**src/rtl/core/knnsel_pkg.sv**
```systemverilog
// Shared types, widths, codes and the ordering helper for the k-nearest-neighbor selector.
// Used by the controller, the datapath and the top level. No dependencies.

package knnsel_pkg;

   // Sizes of the list, the point dimension and the payload fields.
   localparam int MAX_NEIGHBORS = 16;
   localparam int MAX_DIMENSION = 1024;
   localparam int COORD_BITS    = 16;
   localparam int ID_BITS       = 20;

   localparam int SLOT_BITS     = $clog2(MAX_NEIGHBORS);
   localparam int COUNT_BITS    = 5;
   localparam int K_BITS        = 5;
   localparam int DIM_BITS      = 11;
   localparam int DIFF_BITS     = COORD_BITS + 1;
   localparam int SQ_BITS       = 2 * COORD_BITS;
   localparam int DIST_BITS     = 44;
   localparam int OUT_DIST_BITS = 43;

   // Configuration port.
   localparam int CSR_INDEX_BITS = 1;
   localparam int CSR_DATA_BITS  = 11;
   localparam logic [CSR_INDEX_BITS-1:0] REG_NEIGHBOR_COUNT   = 1'd0;
   localparam logic [CSR_INDEX_BITS-1:0] REG_VECTOR_DIMENSION = 1'd1;
   localparam logic [K_BITS-1:0]         RESET_NEIGHBOR_COUNT = 5'd8;
   localparam logic [DIM_BITS-1:0]       RESET_DIMENSION      = 11'd128;

   // Request opcodes and result kinds.
   localparam logic OP_COORD    = 1'b0;
   localparam logic OP_READOUT  = 1'b1;
   localparam logic KIND_REPORT = 1'b0;
   localparam logic KIND_ENTRY  = 1'b1;

   // Commands from the controller to the datapath.
   typedef struct packed {
      logic                 acc_en;
      logic                 acc_clear;
      logic                 insert_en;
      logic                 worst_step;
      logic                 best_step;
      logic                 scan_first;
      logic [SLOT_BITS-1:0] scan_idx;
      logic                 load_report;
      logic                 load_entry;
      logic                 load_empty;
      logic                 entry_last;
      logic                 mark_emitted;
      logic                 clear_list;
   } ctrl_cmd_type;

   // Status from the datapath to the controller.
   typedef struct packed {
      logic                  point_done;
      logic                  will_accept;
      logic [COUNT_BITS-1:0] total;
      logic                  out_free;
   } dp_status_type;

   // True if the pair (da, ia) orders strictly before (db, ib).
   function automatic logic better(input logic [DIST_BITS-1:0] da,
                                   input logic [ID_BITS-1:0]   ia,
                                   input logic [DIST_BITS-1:0] db,
                                   input logic [ID_BITS-1:0]   ib);
      return (da < db) || ((da == db) && (ia < ib));
   endfunction

endpackage

```
**src/rtl/core/knnsel_ctrl.sv**
```systemverilog
// Controller state machine of the k-nearest-neighbor selector.
// Depends on knnsel_pkg for the command and status structs and the opcodes.

module knnsel_ctrl import knnsel_pkg::*; (
   input  logic          clock,
   input  logic          reset,
   input  logic          req_valid,
   input  logic          req_opcode,
   output logic          req_ready,
   input  dp_status_type status,
   output ctrl_cmd_type  cmd
);

   localparam logic [2:0] S_IDLE      = 3'd0;
   localparam logic [2:0] S_INSERT    = 3'd1;
   localparam logic [2:0] S_WORST     = 3'd2;
   localparam logic [2:0] S_REPORT    = 3'd3;
   localparam logic [2:0] S_EMPTY     = 3'd4;
   localparam logic [2:0] S_SORT_SCAN = 3'd5;
   localparam logic [2:0] S_SORT_EMIT = 3'd6;

   logic [2:0]           state_ff, state_in;
   logic [SLOT_BITS-1:0] idx_ff, idx_in;
   logic [SLOT_BITS-1:0] round_ff, round_in;
   logic                 scan_last;
   logic                 round_last;
   logic                 req_take;

   // Scans and read-out rounds run over the hits currently held.
   assign scan_last  = (COUNT_BITS'(idx_ff) + COUNT_BITS'(1)) == status.total;
   assign round_last = (COUNT_BITS'(round_ff) + COUNT_BITS'(1)) == status.total;
   assign req_ready  = (state_ff == S_IDLE);
   assign req_take   = req_valid && req_ready;

   // Next state and commands.
   always_comb begin
      state_in = state_ff;
      idx_in   = idx_ff;
      round_in = round_ff;
      cmd      = '0;
      cmd.scan_idx   = idx_ff;
      cmd.scan_first = (idx_ff == '0);
      cmd.entry_last = round_last;
      case (state_ff)
         S_IDLE: begin
            idx_in   = '0;
            round_in = '0;
            if (req_take) begin
               if (req_opcode == OP_READOUT) begin
                  cmd.acc_clear = 1'b1;
                  state_in = (status.total == '0) ? S_EMPTY : S_SORT_SCAN;
               end else begin
                  cmd.acc_en = 1'b1;
                  if (status.point_done) begin
                     state_in = S_INSERT;
                  end
               end
            end
         end
         S_INSERT: begin
            cmd.insert_en = 1'b1;
            idx_in   = '0;
            state_in = status.will_accept ? S_WORST : S_REPORT;
         end
         S_WORST: begin
            cmd.worst_step = 1'b1;
            if (scan_last) begin
               state_in = S_REPORT;
            end else begin
               idx_in = idx_ff + SLOT_BITS'(1);
            end
         end
         S_REPORT: begin
            if (status.out_free) begin
               cmd.load_report = 1'b1;
               state_in = S_IDLE;
            end
         end
         S_EMPTY: begin
            if (status.out_free) begin
               cmd.load_empty = 1'b1;
               state_in = S_IDLE;
            end
         end
         S_SORT_SCAN: begin
            cmd.best_step = 1'b1;
            if (scan_last) begin
               state_in = S_SORT_EMIT;
            end else begin
               idx_in = idx_ff + SLOT_BITS'(1);
            end
         end
         S_SORT_EMIT: begin
            if (status.out_free) begin
               cmd.load_entry   = 1'b1;
               cmd.mark_emitted = 1'b1;
               idx_in = '0;
               if (round_last) begin
                  cmd.clear_list = 1'b1;
                  state_in = S_IDLE;
               end else begin
                  round_in = round_ff + SLOT_BITS'(1);
                  state_in = S_SORT_SCAN;
               end
            end
         end
         default: begin
            state_in = S_IDLE;
         end
      endcase
   end

   // State and counters.
   always_ff @(posedge clock) begin
      if (reset) begin
         state_ff <= S_IDLE;
         idx_ff   <= '0;
         round_ff <= '0;
      end else begin
         state_ff <= state_in;
         idx_ff   <= idx_in;
         round_ff <= round_in;
      end
   end

endmodule

```
**src/rtl/core/knnsel_dp.sv**
```systemverilog
// Datapath of the k-nearest-neighbor selector: distance accumulator, hit list,
// worst and best scans, configuration registers and the result register.
// Depends on knnsel_pkg for widths, codes, structs and the ordering helper.

module knnsel_dp import knnsel_pkg::*; (
   input  logic                      clock,
   input  logic                      reset,
   input  logic                      csr_write_enable,
   input  logic [CSR_INDEX_BITS-1:0] csr_index,
   input  logic [CSR_DATA_BITS-1:0]  csr_write_data,
   input  logic [ID_BITS-1:0]        req_candidate_id,
   input  logic signed [COORD_BITS-1:0] req_point_coord,
   input  logic signed [COORD_BITS-1:0] req_query_coord,
   input  ctrl_cmd_type              cmd,
   output dp_status_type             status,
   input  logic                      rsp_ready,
   output logic                      rsp_valid,
   output logic                      rsp_result_kind,
   output logic [ID_BITS-1:0]        rsp_hit_id,
   output logic [OUT_DIST_BITS-1:0]  rsp_hit_distance,
   output logic                      rsp_was_accepted,
   output logic [OUT_DIST_BITS-1:0]  rsp_search_radius,
   output logic                      rsp_radius_valid,
   output logic [COUNT_BITS-1:0]     rsp_hits_held,
   output logic                      rsp_entry_valid,
   output logic                      rsp_last_entry
);

   // Configuration registers.
   logic [K_BITS-1:0]   neighbor_count_ff, neighbor_count_in;
   logic [DIM_BITS-1:0] dimension_ff, dimension_in;

   // Accumulator.
   logic [DIST_BITS-1:0] sum_ff, sum_in;
   logic [DIM_BITS-1:0]  index_ff, index_in;
   logic [DIM_BITS-1:0]  index_next;
   logic [DIM_BITS-1:0]  dim_eff;
   logic signed [DIFF_BITS-1:0]   diff;
   logic signed [2*DIFF_BITS-1:0] square;
   logic [DIST_BITS-1:0] sum_next;

   // Finished point.
   logic [DIST_BITS-1:0] dist_ff, dist_in;
   logic [ID_BITS-1:0]   pid_ff, pid_in;
   logic                 accepted_ff, accepted_in;

   // Hit list.
   logic [DIST_BITS-1:0]  hit_dist_ff [MAX_NEIGHBORS];
   logic [ID_BITS-1:0]    hit_id_ff [MAX_NEIGHBORS];
   logic                  hit_we;
   logic [SLOT_BITS-1:0]  hit_slot;
   logic [COUNT_BITS-1:0] total_ff, total_in;
   logic [MAX_NEIGHBORS-1:0] emitted_ff, emitted_in;
   logic [COUNT_BITS-1:0] k_eff;
   logic                  list_open;
   logic                  will_accept;
   logic [DIST_BITS-1:0]  rd_dist;
   logic [ID_BITS-1:0]    rd_id;

   // Worst and best trackers.
   logic [SLOT_BITS-1:0] worst_idx_ff, worst_idx_in;
   logic [DIST_BITS-1:0] worst_dist_ff, worst_dist_in;
   logic [ID_BITS-1:0]   worst_id_ff, worst_id_in;
   logic [SLOT_BITS-1:0] best_idx_ff, best_idx_in;
   logic [DIST_BITS-1:0] best_dist_ff, best_dist_in;
   logic [ID_BITS-1:0]   best_id_ff, best_id_in;
   logic                 best_valid_ff, best_valid_in;

   // Result register.
   logic                     rsp_valid_ff, rsp_valid_in;
   logic                     kind_ff, kind_in;
   logic [ID_BITS-1:0]       out_id_ff, out_id_in;
   logic [OUT_DIST_BITS-1:0] out_dist_ff, out_dist_in;
   logic                     out_acc_ff, out_acc_in;
   logic [OUT_DIST_BITS-1:0] radius_ff, radius_in;
   logic                     radius_valid_ff, radius_valid_in;
   logic [COUNT_BITS-1:0]    held_ff, held_in;
   logic                     entry_valid_ff, entry_valid_in;
   logic                     last_ff, last_in;
   logic [OUT_DIST_BITS-1:0] radius_now;
   logic                     radius_valid_now;
   logic                     out_load;

   // Configuration writes, with k and the dimension clamped to their ranges.
   always_comb begin
      neighbor_count_in = neighbor_count_ff;
      dimension_in      = dimension_ff;
      if (csr_write_enable) begin
         case (csr_index)
            REG_NEIGHBOR_COUNT:   neighbor_count_in = csr_write_data[K_BITS-1:0];
            REG_VECTOR_DIMENSION: dimension_in      = csr_write_data[DIM_BITS-1:0];
            default: ;
         endcase
      end
      if (neighbor_count_ff > K_BITS'(MAX_NEIGHBORS)) begin
         k_eff = COUNT_BITS'(MAX_NEIGHBORS);
      end else begin
         k_eff = COUNT_BITS'(neighbor_count_ff);
      end
      if (dimension_ff == '0) begin
         dim_eff = DIM_BITS'(1);
      end else if (dimension_ff > DIM_BITS'(MAX_DIMENSION)) begin
         dim_eff = DIM_BITS'(MAX_DIMENSION);
      end else begin
         dim_eff = dimension_ff;
      end
   end

   // Squared difference and running sum of one point.
   assign diff       = DIFF_BITS'(req_point_coord) - DIFF_BITS'(req_query_coord);
   assign square     = diff * diff;
   assign sum_next   = sum_ff + DIST_BITS'(square[SQ_BITS-1:0]);
   assign index_next = index_ff + DIM_BITS'(1);

   always_comb begin
      sum_in   = sum_ff;
      index_in = index_ff;
      dist_in  = dist_ff;
      pid_in   = pid_ff;
      if (cmd.acc_clear) begin
         sum_in   = '0;
         index_in = '0;
      end else if (cmd.acc_en) begin
         if (index_next >= dim_eff) begin
            sum_in   = '0;
            index_in = '0;
            dist_in  = sum_next;
            pid_in   = req_candidate_id;
         end else begin
            sum_in   = sum_next;
            index_in = index_next;
         end
      end
   end

   // Insertion decision: append while room is left, else replace the worst hit if the new point orders before it.
   assign list_open   = total_ff < k_eff;
   assign will_accept = (k_eff != '0) &&
                        (list_open || better(dist_ff, pid_ff, worst_dist_ff, worst_id_ff));
   assign hit_slot    = list_open ? total_ff[SLOT_BITS-1:0] : worst_idx_ff;
   assign hit_we      = cmd.insert_en && will_accept;

   always_comb begin
      accepted_in = accepted_ff;
      total_in    = total_ff;
      emitted_in  = emitted_ff;
      if (cmd.insert_en) begin
         accepted_in = will_accept;
         if (will_accept && list_open) begin
            total_in = total_ff + COUNT_BITS'(1);
         end
      end
      if (cmd.mark_emitted) begin
         emitted_in[best_idx_ff] = 1'b1;
      end
      if (cmd.clear_list) begin
         total_in   = '0;
         emitted_in = '0;
      end
   end

   // One list entry is read per cycle at the scan position.
   assign rd_dist = hit_dist_ff[cmd.scan_idx];
   assign rd_id   = hit_id_ff[cmd.scan_idx];

   // Worst scan after a change, best scan over entries not yet read out.
   always_comb begin
      worst_idx_in  = worst_idx_ff;
      worst_dist_in = worst_dist_ff;
      worst_id_in   = worst_id_ff;
      best_idx_in   = best_idx_ff;
      best_dist_in  = best_dist_ff;
      best_id_in    = best_id_ff;
      best_valid_in = best_valid_ff;
      if (cmd.worst_step) begin
         if (cmd.scan_first || better(worst_dist_ff, worst_id_ff, rd_dist, rd_id)) begin
            worst_idx_in  = cmd.scan_idx;
            worst_dist_in = rd_dist;
            worst_id_in   = rd_id;
         end
      end
      if (cmd.best_step) begin
         if (cmd.scan_first) begin
            best_valid_in = 1'b0;
         end
         if (!emitted_ff[cmd.scan_idx] &&
             (cmd.scan_first || !best_valid_ff ||
              better(rd_dist, rd_id, best_dist_ff, best_id_ff))) begin
            best_idx_in   = cmd.scan_idx;
            best_dist_in  = rd_dist;
            best_id_in    = rd_id;
            best_valid_in = 1'b1;
         end
      end
   end

   // Radius fields of the list as it stands.
   assign radius_now       = (total_ff != '0) ? worst_dist_ff[OUT_DIST_BITS-1:0] : '0;
   assign radius_valid_now = total_ff >= k_eff;
   assign out_load         = cmd.load_report || cmd.load_entry || cmd.load_empty;

   // Result register: loads when free or when the held result is taken.
   always_comb begin
      rsp_valid_in    = rsp_valid_ff && !rsp_ready;
      kind_in         = kind_ff;
      out_id_in       = out_id_ff;
      out_dist_in     = out_dist_ff;
      out_acc_in      = out_acc_ff;
      radius_in       = radius_ff;
      radius_valid_in = radius_valid_ff;
      held_in         = held_ff;
      entry_valid_in  = entry_valid_ff;
      last_in         = last_ff;
      if (out_load) begin
         rsp_valid_in    = 1'b1;
         radius_in       = radius_now;
         radius_valid_in = radius_valid_now;
         held_in         = total_ff;
         entry_valid_in  = 1'b1;
         last_in         = 1'b0;
      end
      if (cmd.load_report) begin
         kind_in     = KIND_REPORT;
         out_id_in   = pid_ff;
         out_dist_in = dist_ff[OUT_DIST_BITS-1:0];
         out_acc_in  = accepted_ff;
      end
      if (cmd.load_entry) begin
         kind_in     = KIND_ENTRY;
         out_id_in   = best_id_ff;
         out_dist_in = best_dist_ff[OUT_DIST_BITS-1:0];
         out_acc_in  = 1'b0;
         last_in     = cmd.entry_last;
      end
      if (cmd.load_empty) begin
         kind_in         = KIND_ENTRY;
         out_id_in       = '0;
         out_dist_in     = '0;
         out_acc_in      = 1'b0;
         radius_in       = '0;
         radius_valid_in = 1'b0;
         held_in         = '0;
         entry_valid_in  = 1'b0;
         last_in         = 1'b1;
      end
   end

   // Control registers.
   always_ff @(posedge clock) begin
      if (reset) begin
         neighbor_count_ff <= RESET_NEIGHBOR_COUNT;
         dimension_ff      <= RESET_DIMENSION;
         sum_ff            <= '0;
         index_ff          <= '0;
         total_ff          <= '0;
         emitted_ff        <= '0;
         rsp_valid_ff      <= 1'b0;
      end else begin
         neighbor_count_ff <= neighbor_count_in;
         dimension_ff      <= dimension_in;
         sum_ff            <= sum_in;
         index_ff          <= index_in;
         total_ff          <= total_in;
         emitted_ff        <= emitted_in;
         rsp_valid_ff      <= rsp_valid_in;
      end
   end

   // Payload registers.
   always_ff @(posedge clock) begin
      dist_ff         <= dist_in;
      pid_ff          <= pid_in;
      accepted_ff     <= accepted_in;
      worst_idx_ff    <= worst_idx_in;
      worst_dist_ff   <= worst_dist_in;
      worst_id_ff     <= worst_id_in;
      best_idx_ff     <= best_idx_in;
      best_dist_ff    <= best_dist_in;
      best_id_ff      <= best_id_in;
      best_valid_ff   <= best_valid_in;
      kind_ff         <= kind_in;
      out_id_ff       <= out_id_in;
      out_dist_ff     <= out_dist_in;
      out_acc_ff      <= out_acc_in;
      radius_ff       <= radius_in;
      radius_valid_ff <= radius_valid_in;
      held_ff         <= held_in;
      entry_valid_ff  <= entry_valid_in;
      last_ff         <= last_in;
      if (hit_we) begin
         hit_dist_ff[hit_slot] <= dist_ff;
         hit_id_ff[hit_slot]   <= pid_ff;
      end
   end

   assign status.point_done  = index_next >= dim_eff;
   assign status.will_accept = will_accept;
   assign status.total       = total_ff;
   assign status.out_free    = !rsp_valid_ff || rsp_ready;

   assign rsp_valid         = rsp_valid_ff;
   assign rsp_result_kind   = kind_ff;
   assign rsp_hit_id        = out_id_ff;
   assign rsp_hit_distance  = out_dist_ff;
   assign rsp_was_accepted  = out_acc_ff;
   assign rsp_search_radius = radius_ff;
   assign rsp_radius_valid  = radius_valid_ff;
   assign rsp_hits_held     = held_ff;
   assign rsp_entry_valid   = entry_valid_ff;
   assign rsp_last_entry    = last_ff;

endmodule

```
**src/rtl/core/knn_distance_topk_selector.sv**
```systemverilog
// Top level of the k-nearest-neighbor selector: controller plus datapath.
// Depends on knnsel_pkg, knnsel_ctrl and knnsel_dp.
//
//   Channel   Direction  Handshake              Payload
//   req_      in         req_valid/req_ready    opcode, candidate_id, point_coord, query_coord
//   rsp_      out        rsp_valid/rsp_ready    kind, id, distance, radius, flags
//   csr_      in         csr_write_enable       csr_index, csr_write_data
//
// A coordinate that does not finish a point is taken and the controller stays idle. A
// finishing coordinate inserts the point; when it enters the list, a scan at one entry per
// cycle finds the new worst hit and the report follows; a point turned away goes straight
// to the report. A read-out does one list scan per entry emitted, best first; an empty
// read-out gives a single empty result. Reset is synchronous: empty list, k = 8,
// dimension 128. A result waiting on rsp_ready holds the controller, and so the request.

module knn_distance_topk_selector import knnsel_pkg::*; (
   input  logic                      clock,
   input  logic                      reset,
   input  logic                      csr_write_enable,
   input  logic [CSR_INDEX_BITS-1:0] csr_index,
   input  logic [CSR_DATA_BITS-1:0]  csr_write_data,
   input  logic                      req_valid,
   output logic                      req_ready,
   input  logic                      req_opcode,
   input  logic [ID_BITS-1:0]        req_candidate_id,
   input  logic signed [COORD_BITS-1:0] req_point_coord,
   input  logic signed [COORD_BITS-1:0] req_query_coord,
   output logic                      rsp_valid,
   input  logic                      rsp_ready,
   output logic                      rsp_result_kind,
   output logic [ID_BITS-1:0]        rsp_hit_id,
   output logic [OUT_DIST_BITS-1:0]  rsp_hit_distance,
   output logic                      rsp_was_accepted,
   output logic [OUT_DIST_BITS-1:0]  rsp_search_radius,
   output logic                      rsp_radius_valid,
   output logic [COUNT_BITS-1:0]     rsp_hits_held,
   output logic                      rsp_entry_valid,
   output logic                      rsp_last_entry
);

   ctrl_cmd_type  cmd;
   dp_status_type status;

   // Sequencing of requests, scans and read-out rounds.
   knnsel_ctrl u_ctrl (
      .clock      (clock),
      .reset      (reset),
      .req_valid  (req_valid),
      .req_opcode (req_opcode),
      .req_ready  (req_ready),
      .status     (status),
      .cmd        (cmd)
   );

   // Accumulator, hit list and result register.
   knnsel_dp u_dp (
      .clock             (clock),
      .reset             (reset),
      .csr_write_enable  (csr_write_enable),
      .csr_index         (csr_index),
      .csr_write_data    (csr_write_data),
      .req_candidate_id  (req_candidate_id),
      .req_point_coord   (req_point_coord),
      .req_query_coord   (req_query_coord),
      .cmd               (cmd),
      .status            (status),
      .rsp_ready         (rsp_ready),
      .rsp_valid         (rsp_valid),
      .rsp_result_kind   (rsp_result_kind),
      .rsp_hit_id        (rsp_hit_id),
      .rsp_hit_distance  (rsp_hit_distance),
      .rsp_was_accepted  (rsp_was_accepted),
      .rsp_search_radius (rsp_search_radius),
      .rsp_radius_valid  (rsp_radius_valid),
      .rsp_hits_held     (rsp_hits_held),
      .rsp_entry_valid   (rsp_entry_valid),
      .rsp_last_entry    (rsp_last_entry)
   );

`ifndef SYNTHESIS
   // The list never reports more hits than it can hold.
   a_held_bound: assert property (@(posedge clock) disable iff (reset)
      rsp_valid |-> rsp_hits_held <= COUNT_BITS'(MAX_NEIGHBORS))
      else $error("hits_held exceeds list size");

   // Only the empty read-out result carries entry_valid low, and it ends its run.
   a_empty_form: assert property (@(posedge clock) disable iff (reset)
      rsp_valid && !rsp_entry_valid |->
         rsp_last_entry && rsp_result_kind == KIND_ENTRY && rsp_hits_held == '0)
      else $error("malformed empty read-out result");

   // A distance report is never marked as the end of a read-out.
   a_report_form: assert property (@(posedge clock) disable iff (reset)
      rsp_valid && rsp_result_kind == KIND_REPORT |-> !rsp_last_entry && rsp_entry_valid)
      else $error("distance report carries read-out flags");

   // An accepted point lies inside the radius of a full list.
   a_accept_radius: assert property (@(posedge clock) disable iff (reset)
      rsp_valid && rsp_result_kind == KIND_REPORT && rsp_was_accepted && rsp_radius_valid
         |-> rsp_hit_distance <= rsp_search_radius)
      else $error("accepted point lies outside the search radius");
`endif

endmodule
```
**config.mk**
```make
export PLATFORM = sky130hd
export DESIGN_NAME = knn_distance_topk_selector
export DESIGN_NICKNAME = d
export VERILOG_FILES = /design/src/rtl/core/knnsel_pkg.sv /design/src/rtl/core/knnsel_ctrl.sv /design/src/rtl/core/knnsel_dp.sv /design/src/rtl/core/knn_distance_topk_selector.sv
export SDC_FILE = /design/constraint.sdc
export NUM_CORES = 2
export LEC_CHECK = 0
export ABC_CLOCK_PERIOD_IN_PS = 11100
export BUFFER_PORTS_ARGS = -buffer_cell sky130_fd_sc_hd__buf_2
export CAP_MARGIN = 20
export CORE_MARGIN = 2
export CORE_UTILIZATION = 33
export DETAILED_ROUTE_END_ITERATION = 16
export SYNTH_ARGS = -nofsm -noshare
export SYNTH_HDL_FRONTEND = slang
export SYNTH_HIERARCHICAL = 1
export SYNTH_SLANG_ARGS = --single-unit
```
**constraint.sdc**
```tcl
create_clock -name clock -period 11.1 [get_ports clock]
set_input_delay 1.11 -clock clock [delete_from_list [all_inputs] [get_ports clock]]
set_output_delay 1.11 -clock clock [all_outputs]
set_load 0.03 [all_outputs]
```
==> tab_implementation.tex <==
\begin{tabular}{lr}
\hline
Metric & Value \\
\hline
\multicolumn{2}{l}{\textbf{Run status}} \\
\quad Run status & complete, no violations \\
\multicolumn{2}{l}{\textbf{GRT}} \\
\quad Global-route usage over all layers & 17.16\% \\
\quad Largest net degree at the start of global routing & 92 \\
\quad Antenna violations before repair & 12 \\
\quad Global-route congestion overflow total & 0 \\
\quad First-pass GRT wire length & 281,100 µm \\
\quad Via count of the first global-routing pass & 42,904 \\
\multicolumn{2}{l}{\textbf{Placement}} \\
\quad Final HPWL DP & 121,100 µm \\
\quad \# port buffers & 187 \\
\quad Post-place instance area & 76,070 µm² \\
\quad Worst setup slack after placement & 0.3200 ns \\
\quad Routability-driven placement congestion ratio & 0.8564 \\
\multicolumn{2}{l}{\textbf{Clock tree}} \\
\quad Clock transition at the registers of the reported paths & 0.06 ns \\
\quad Gates resized, CTS repair & 0 \\
\quad Num CTS Buffers & 149 \\
\quad Clk\_lat worst skew & 0.78 ns \\
\quad Total setup buffers inserted after CTS & 0 \\
\quad Root buf cell & clkbuf\_16 \\
\quad TritonCTS clock tree & built \\
\quad Total number of clock tree sinks & 1,446 \\
\quad Quantity of hold-fixing buffers added after cts & 0 \\
\quad H-Tree Depth & 4 \\
\quad Maximum number of buffers from clock root to sink & 3 \\
\multicolumn{2}{l}{\textbf{Setup path}} \\
\quad Worst Setup End Kind & flop \\
\quad Largest fanout on the critical path & 17 \\
\quad Most common cell on crit path & fa\_1 \\
\quad Number of buffers and inverters on the critical path & 7 \\
\quad Critical Path Max Stage Delay & 0.57 ns \\
\quad Worst r2r src & u\_ctrl/idx\_ff[0] \\
\quad Critical Setup Path Class & primary input to flop \\
\quad Reg2reg path depth & 13 \\
\quad Endpoint of the lowest-slack register-to-register path & u\_dp/best\_dist\_ff[6] \\
\quad CP Data Required Time & 11.61 ns \\
\quad Crit path arrival time & 10.50 ns \\
\quad Dominant delay contributor by cell family on the critical path & adder cells \\
\quad Critical Path Slowest Stage Cell & fa\_1 \\
\quad Register-to-Register Setup Slack & 3.29 ns \\
\quad Crit start category & primary input \\
\multicolumn{2}{l}{\textbf{Yosys}} \\
\quad Share of the synthesized area in the top cell type & 51.56\% \\
\quad Number of synthesis warnings & 6 \\
\quad Net count after synthesis & 5,571 \\
\quad Seq cells post-synth & 1,446 \\
\quad Biggest area contributors in the synthesized netlist & edfxtp\_1 52\%, mux4\_2 10\%, fa\_1 7.3\% \\
\quad Mapped cell area & 71,400 µm² \\
\quad Post-synth EDFFs & 1,226 \\
\quad FFs w/ async S/R, synth & 0\% \\
\quad Cell taking the most area after synthesis & edfxtp\_1 \\
\quad Mean area per synthesized cell & 14.57 µm² \\
\quad Number of distinct library cells after synthesis & 83 \\
\quad Dominant register cell in the synthesized netlist & edfxtp\_1 \\
\quad Cell count after synthesis & 4,900 \\
\quad Sequential fraction of the synthesis area & 57.73\% \\
\multicolumn{2}{l}{\textbf{Layout}} \\
\quad Post-layout utilization of the core & 37.59\% \\
\quad Final standard cell area without fillers & 80,750 µm² \\
\quad Count of nets after finishing & 5,801 \\
\quad Filler cells & 20,042 \\
\quad Fraction of layout cells with a size suffix above 1 & 16.73\% \\
\quad Area growth syn-to-layout & 13.08\% \\
\multicolumn{2}{l}{\textbf{Routing}} \\
\quad Via density & 5.218 \\
\quad Router iterations before antenna repair & 7 \\
\quad Number of nets still failing antenna checks after routing & 0 \\
\quad Number of DRC violations after detailed routing & 0 \\
\quad Count of routing violations after the opening detailed-route iteration & 4,061 \\
\quad Final routed wirelength across all metal layers & 189,600 µm \\
\quad Mean routed wirelength per cell & 23.42 µm \\
\quad Via count & 42,237 \\
\multicolumn{2}{l}{\textbf{Floorplanning}} \\
\quad Number of rows in the core area & 170 \\
\quad Initial cell density of the core & 33.24\% \\
\quad Full die area & 220,100 µm² \\
\quad Core Area & 214,800 µm² \\
\quad Die H & 469.2 µm \\
\quad Overall die width & 469.2 µm \\
\quad I/O pins & 188 \\
\multicolumn{2}{l}{\textbf{Timing}} \\
\quad Final count of pins violating max slew & 0 \\
\quad Setup Skew & 0.02332 ns \\
\quad Hold violation total from the final report & 0 \\
\quad Achievable frequency & 0.1002 GHz \\
\quad Ratio of final minimum period to clock period & 89.93\% \\
\quad Final worst-path setup slack & 1.118 ns \\
\quad Final setup violation count & 0 \\
\quad RSZ-0062 raised after global routing & false \\
\quad Tmin final & 9.982 ns \\
\quad Final total negative setup slack & 0 ns \\
\quad Worst rel slew slack & 24.94\% \\
\quad Actual transition at the worst max-transition pin & 1.111 ns \\
\multicolumn{2}{l}{\textbf{Min path}} \\
\quad Count of cells along the worst hold path & 2 \\
\quad Sink of the worst hold path & u\_dp/rsp\_hits\_held[3] \\
\quad Min-Delay Startpoint & u\_dp/rsp\_hits\_held[3] \\
\quad Path type of the worst min-delay path & flop to flop \\
\multicolumn{2}{l}{\textbf{Run}} \\
\quad Number of max-cap violations & 0 \\
\hline
\end{tabular}
registers in the layout, indices dropped and copies added, names as in the netlist, 3 cells and up:
register                flops
u_ctrl/idx_ff               4
u_ctrl/round_ff             4
u_ctrl/state_ff             3
u_dp/best_dist_ff          44
u_dp/best_id_ff            20
u_dp/best_idx_ff            4
u_dp/dimension_ff          11
u_dp/dist_ff               44
u_dp/emitted_ff            16
u_dp/hit_dist_ff          704
u_dp/hit_id_ff            320
u_dp/index_ff              11
u_dp/neighbor_count_ff      5
u_dp/pid_ff                20
u_dp/rsp_hit_distance      43
u_dp/rsp_hit_id            20
u_dp/rsp_hits_held          5
u_dp/rsp_search_radius     43
u_dp/sum_ff                44
u_dp/total_ff               5
u_dp/worst_dist_ff         44
u_dp/worst_id_ff           20
u_dp/worst_idx_ff           4
metal layers:
metal / GRT usage, % / wire length (µm)
met5: 0 / 7
met2: 27.83 / 89230
met1: 23.26 / 80760
met4: 5.342 / 5233
met3: 3.274 / 14360
worst max-delay path by stage:
| stage | startpoint | end | slack (ns) | cells after the start |
|---|---|---|---|---|
| 6_report | req_point_coord[0] | u_dp/dist_ff[40] | 1.12 | 39 |
| 5_1_grt | req_point_coord[6] | u_dp/dist_ff[40] | 0.37 | 36 |
| 4_1_cts | req_point_coord[0] | u_dp/dist_ff[40] | 1.17 | 39 |
| 2_1_floorplan | req_point_coord[0] | u_dp/dist_ff[40] | 0.63 | 39 |
| 3_5_place_dp | req_point_coord[0] | u_dp/dist_ff[40] | 0.32 | 39 |
| 3_3_place_gp | req_query_coord[1] | u_dp/dist_ff[40] | 0.21 | 37 |
through the flow:
step                std cells  hold slack [ns]
finish                   8095           0.4493
global route             8093           0.4646
floorplan                4900           0.4315
CTS                      8093           0.4352
detailed placement       7817           0.4452
global placement         7816           0.4396
kinds of logic after synthesis:
kind of cell	after synthesis	synth area share (%)
mux	334	10.38
flops	1446	57.73
fa+ha+maj	601	13.25
buf+inv	778	4.118
xor+xnor	119	1.470
simple gates	904	6.257
compound gates	718	6.794
layout by cell type, fill, tap and decap left out, types with 10 or more instances in the layout:
cell type,n
a211oi_1,135
nand2_1,237
dfxtp_1,216
nor2b_1,92
o21bai_1,13
xnor2_1,77
buf_4,97
fa_1,259
and3_1,39
mux4_2,325
ha_1,342
a21oi_1,171
a21o_1,85
and4b_4,16
clkbuf_1,43
nand3_1,75
nand4_1,43
inv_1,561
nand2b_1,23
buf_2,187
a31oi_1,24
o211ai_1,12
clkinv_1,29
o31ai_1,10
nand3b_1,16
o21a_1,29
edfxtp_1,1226
clkinv_2,19
xor2_1,41
nor3_1,30
clkbuf_16,151
a22oi_1,58
nor2_1,251
o21ai_0,88
cells in the mapped netlist (all sizes together), types with 25 or more instances:
library cell and n:
inv 565, a211oi 136, o21a 29, a22oi 58, nand4 43, nor2 254, nor2b 92, nand3 75
a21o 85, nand2 237, nor3 34, edfxtp 1226, dfxtp 220, o21ai 91, a31oi 25, mux4 325
buf 46, ha 342, clkbuf 164, and3 39, a21oi 171, fa 259, xnor2 78, xor2 41
worst min-delay path, cell delays in order, from the launching register on:
cell,delay [ns]
dfxtp_1,0.31
nand2_1,0.05
a21oi_1,0.05
final cells by class:
cell class              count  area [µm²]  area share [%]
inverters                 568        2135           2.644
clock inverters            73       599.3          0.7422
repair buffers            289        1764           2.185
well taps                2838        3551           4.398
diodes                      2       5.005        0.006198
clock buffers             203        4064           5.033
multi-input cells        2676       27390           33.93
flip-flops and latches   1446       41230           51.07
Power is not shown: default switching activity piles up to over one toggle a cycle in this logic, so the estimate is an artifact.
